## src/design/ffewma_blend.sv

```systemverilog
module ffewma_blend #(
   parameter int AVG_BITS    = 48,
   parameter int FRAC_BITS   = 16,
   parameter int SAMPLE_BITS = 32
) (
   input  logic [AVG_BITS-1:0]    avg,
   input  logic [SAMPLE_BITS-1:0] x,
   input  logic [FRAC_BITS-1:0]   w_old,
   input  logic [FRAC_BITS-1:0]   w_new,
   output logic [AVG_BITS-1:0]    blend
);
   localparam int PW = AVG_BITS + FRAC_BITS;
   localparam int NW = SAMPLE_BITS + FRAC_BITS;

   logic [PW-1:0] prod_old;
   logic [NW-1:0] prod_new;

   // The weights add up to one, so the sum never exceeds the average width.
   assign prod_old = PW'(avg) * PW'(w_old);
   assign prod_new = NW'(x) * NW'(w_new);
   assign blend    = AVG_BITS'(prod_old[PW-1:FRAC_BITS]) + AVG_BITS'(prod_new);
endmodule

```

## config.mk

```make
export PLATFORM = sky130hd
export DESIGN_NAME = ffewma_blend
export DESIGN_NICKNAME = d
export VERILOG_FILES = /design/src/design/ffewma_blend.sv
export SDC_FILE = /design/constraint.sdc
export NUM_CORES = 2
export LEC_CHECK = 0
export ABC_CLOCK_PERIOD_IN_PS = 28500
export BUFFER_PORTS_ARGS = -buffer_cell sky130_fd_sc_hd__buf_4
export CAP_MARGIN = 20
export CELL_PAD_IN_SITES_DETAIL_PLACEMENT = 1
export CELL_PAD_IN_SITES_GLOBAL_PLACEMENT = 1
export CORE_MARGIN = 2
export CORE_UTILIZATION = 52
export DETAILED_ROUTE_END_ITERATION = 10
export MAX_ROUTING_LAYER = met4
export PLACE_DENSITY = 0.9
export SYNTH_ARGS = -nofsm -noshare
export SYNTH_HDL_FRONTEND = slang
export SYNTH_SLANG_ARGS = --single-unit
```

## constraint.sdc

```tcl
create_clock -name vclk -period 28.5
set_input_delay 8.55 -clock vclk [all_inputs]
set_output_delay 8.55 -clock vclk [all_outputs]
set_load 0.005 [all_outputs]
```

---- After elaboration in Yosys (flattened, before gate mapping) ----
Index checks and enable logic that the tools add are counted.
storage, ports and cells
  register bits after elaboration ......... 0
  input port bits ......................... 112
  output and inout port bits .............. 48
operators by class
  $add $sub $neg .......................... 1
  $mul .................................... 2
operator list
  cell                          count
  multiplier 48 x 16 -> 64 bit  1
  adder 48 bit                  1
  multiplier 32 x 16 -> 48 bit  1

---- Logic depth before layout (Yosys ltp) ----
  word-level depth ........................ 2
  mapped depth ............................ 43
  mapped depth without buffers ............ 42

---- Least setup slack after synthesis ----
OpenSTA, ideal clock, no wires.
  path kind ............................... input to output
  start ................................... in w_old[9]
  end ..................................... out blend[47]
  arrival ................................. 18358 ps
  required time ........................... 19950 ps
  setup slack ............................. 1592 ps
  stages on the path ...................... 41
  buffers on the path ..................... 2
  cells stage by stage .................... clkbuf_1 clkbuf_1 nand2_1 fa_1 inv_1 fa_1 inv_1 fa_1 inv_1 fa_1 fa_1 inv_1 fa_1 inv_1 ha_1 a211o_1 a21oi_1 o21ai_0 [5 not listed] fa_1 fa_1 inv_1 fa_1 inv_1 fa_1 inv_1 ha_1 nand2_1 o21ai_1 and4_4 o31ai_4 a21oi_2 o41ai_4 o31ai_4 a221oi_4 o21ai_1 xnor2_1
between the ends
  longest elaborated chain between the ends .. 2
ends and longest elaborated chain
  item                          RTL line  text
  start, declared               8         input logic [FRAC_BITS-1:0] w_old,
  multiplier 48 x 16 -> 64 bit  19        assign prod_old = PW'(avg) * PW'(w_old);
  adder 48 bit                  21        assign blend = AVG_BITS'(prod_old[PW-1:FRAC_BITS]) + AVG_BITS'(prod_new);
  end, declared                 10        output logic [AVG_BITS-1:0] blend
No other way between the ends.

---- Worst setup path in the final report ----
  start ................................... in w_old[7]
  end ..................................... out blend[44]
The elaborated chain is that of the path after synthesis.

==> flow_metrics.tcl <==
set metrics [dict create \
    status "complete, no violations" \
    setup_ws_ns 0.1957 \
    place_ws_ns -0.2368 \
    grt_pass1_wl_um 219300 \
    layout.nets 5936 \
    grt_max_degree 49 \
    ant_nets 0 \
    cp-end-kind "output port" \
    finalCritPeriodShare_pct 99.31 \
    worst_hold_slack_ns 17.71 \
    synth-seq-area-share_pct 0 \
    synth_top_family_by_area "adder cells" \
    setup_viol 0 \
    crit_path_frequent_cell "fa_1" \
    syn_inst 4507 \
    clkbuf_count 0 \
    met1_usage_pct 41.15 \
    start_kind "input port" \
    drcViolationCount 0 \
    cap_violations 0 \
    die-area_mm2 0.07861 \
    gr-max-usage-layer "met2" \
    min_period_ns 28.30 \
    max_stage_delay_ns 0.62 \
    routed_via_density 6.023 \
    critPathArrivalTime_ns 19.75 \
    ff_latch_area_um2 0 \
    synthesis.area_mm2 0.03972 \
    cp.required_ns 19.95 \
    routed-via-count 32817 \
    max_freq_ghz 0.03533 \
    synth_compound_area_share_pct 5.106 \
    area_growth_syn_to_layout_pct 4.905 \
    grt.met3_usage_pct 5.121 \
    slew_headroom_pct 47.50 \
    report.final.slew_viol_count 0 \
    routedWlPerCell_um 25.84 \
    grt_use_total_pct 37.89 \
    routed_wl_um 140800 \
    hold_class "input port to output port" \
    place_hpwl_um 110100 \
    use_met2_pct 64.26 \
    drive_gt1_share_pct 4.969 \
    final_util_pct 54.96 \
    antenna_found_initial 1 \
    die_w_um 280.4 \
    grt_pass1_vias 39637 \
    finalHoldViolCount 0 \
    dr.pass1.iters 5 \
    ys_types 61 \
    synth_nets 5973 \
    seq_cells 0 \
    first_iter_violations 2385 \
    synth_fa_ha_area_share_pct 63.55 \
    io_pins 160 \
    grt_remaining_overflow 0 \
    path_class "input port to output port" \
    die_h_um 280.4 \
    avgSynthCellArea_um2 8.813 \
    cp_slowest_cell "fa_1" \
    io_buffers 160 \
    placeableCoreArea_mm2 0.07582 \
    row_count 101 \
    gp_congestion 0.9476 \
    synth_simple_gate_area_share_pct 17.10 \
    synth_mux_area_share_pct 0 \
    tightest_slew_ns 0.7792 \
    postCtsHoldBufs 0 \
    synth.yosys.warnings 0 \
    start_util_pct 52.39 \
    worstPathMaxFanout 16 \
    synthXorXnorAreaFrac_pct 2.073 \
]
==> area by class of cell <==
type | instances | area (um^2)
multi-input combinational | 3220 | 35000
fill | 8941 | 34150
inverter | 1066 | 4001
timing repair buffer | 182 | 1431
tap | 978 | 1224
antenna | 3 | 7.507
==> layer usage <==
layer | wire [um] | up-vias
met5 | 0 | -
met2 | 70740 | 2063
met3 | 11500 | 873
li1 | - | 12923
met4 | 12230 | 0
met1 | 46360 | 16958
==> cells in the final DEF (no fill, tap or decap), types with 10 or more instances in the layout <==
| master | instances |
|---|---|
| nor2b_1 | 12 |
| o21a_1 | 12 |
| nand2_1 | 935 |
| o21ai_0 | 37 |
| xor2_1 | 26 |
| fa_1 | 1106 |
| o21ai_1 | 10 |
| o21bai_1 | 19 |
| nand4_1 | 14 |
| buf_4 | 171 |
| nand2b_1 | 11 |
| a31oi_1 | 10 |
| xnor2_1 | 63 |
| and3_1 | 13 |
| a21o_1 | 53 |
| nand3_1 | 23 |
| and2_1 | 411 |
| a21oi_1 | 89 |
| nor2_1 | 37 |
| inv_1 | 1066 |
| ha_1 | 248 |
==> worst paths after layout <==
path | startpoint | to | slack (ns) | cells after the start
setup / recovery | w_old[7] | blend[44] | 0.20 | 37
hold / removal | x[0] | blend[1] | 17.71 | 4
==> repair_timing <==
item	4_1_cts	5_1_grt
resized for setup	6	39
pin swaps	0	9
endpoints found under the setup margin	7	23
buffers inserted	0	2
==> cell families after synthesis <==
family / count (synthesis)
buffers and inverters: 1287
adders and majority gates: 1354
and+or+nand+nor: 1478
xor gates and xnor gates: 94
AOI/OAI and AO/OA: 294
==> cells in the mapped netlist, types with 2 or more instances <==
cell type     n  area share (%)
nand4b_1      2           0.044
clkbuf_1    220             2.1
o211ai_1      6            0.11
nor2b_1      12            0.19
o31ai_4       4            0.21
o21ai_1       6           0.076
o21a_1       12            0.23
nand2b_1     11            0.17
ha_1        248             7.8
a21o_1       53             1.0
a21boi_0      3           0.057
a21oi_2       4           0.088
and3_1       13            0.20
fa_1       1106              56
nor3_1        9            0.11
a211o_1       2           0.044
a41oi_1       3           0.066
a21oi_1      92             1.2
a211oi_1      4           0.076
xnor2_1      66             1.5
nand3b_1      2           0.038
o31ai_1       3           0.057
a311o_1       2           0.050
o2111ai_1     2           0.044
inv_1      1066              10
a31o_2        2           0.044
nand4_1      14            0.22
and4_1        3           0.066
and2_1      410             6.5
nor2_1       38            0.36
xor2_1       28            0.62
o21bai_1     19            0.36
o31a_1        2           0.044
nand3_1      24            0.30
nand2_1     935             8.8
o221ai_1      3           0.066
a31oi_1      11            0.17
o21ai_0      44            0.55
==> per-stage QoR <==
step / std cells / area, um^2 / TNS [ns]
3_5_place_dp: 5444 / 41460 / -0.6498
3_3_place_gp: 5444 / 41460 / 0
4_1_cts: 5444 / 41490 / 0
5_1_grt: 5447 / 41660 / -0.1139
2_1_floorplan: 4507 / 39720 / 0
6_report: 5449 / 41670 / 0
==> critical path, delay by kind of cell <==
kind	cells	cell delay (ns)
adder cells (fa/ha/maj)	12	5.95
AO/OA/AOI/OAI	15	3.56
buffers and inverters	5	0.74
XOR/XNOR	2	0.57
AND/OR/NAND/NOR	3	0.39
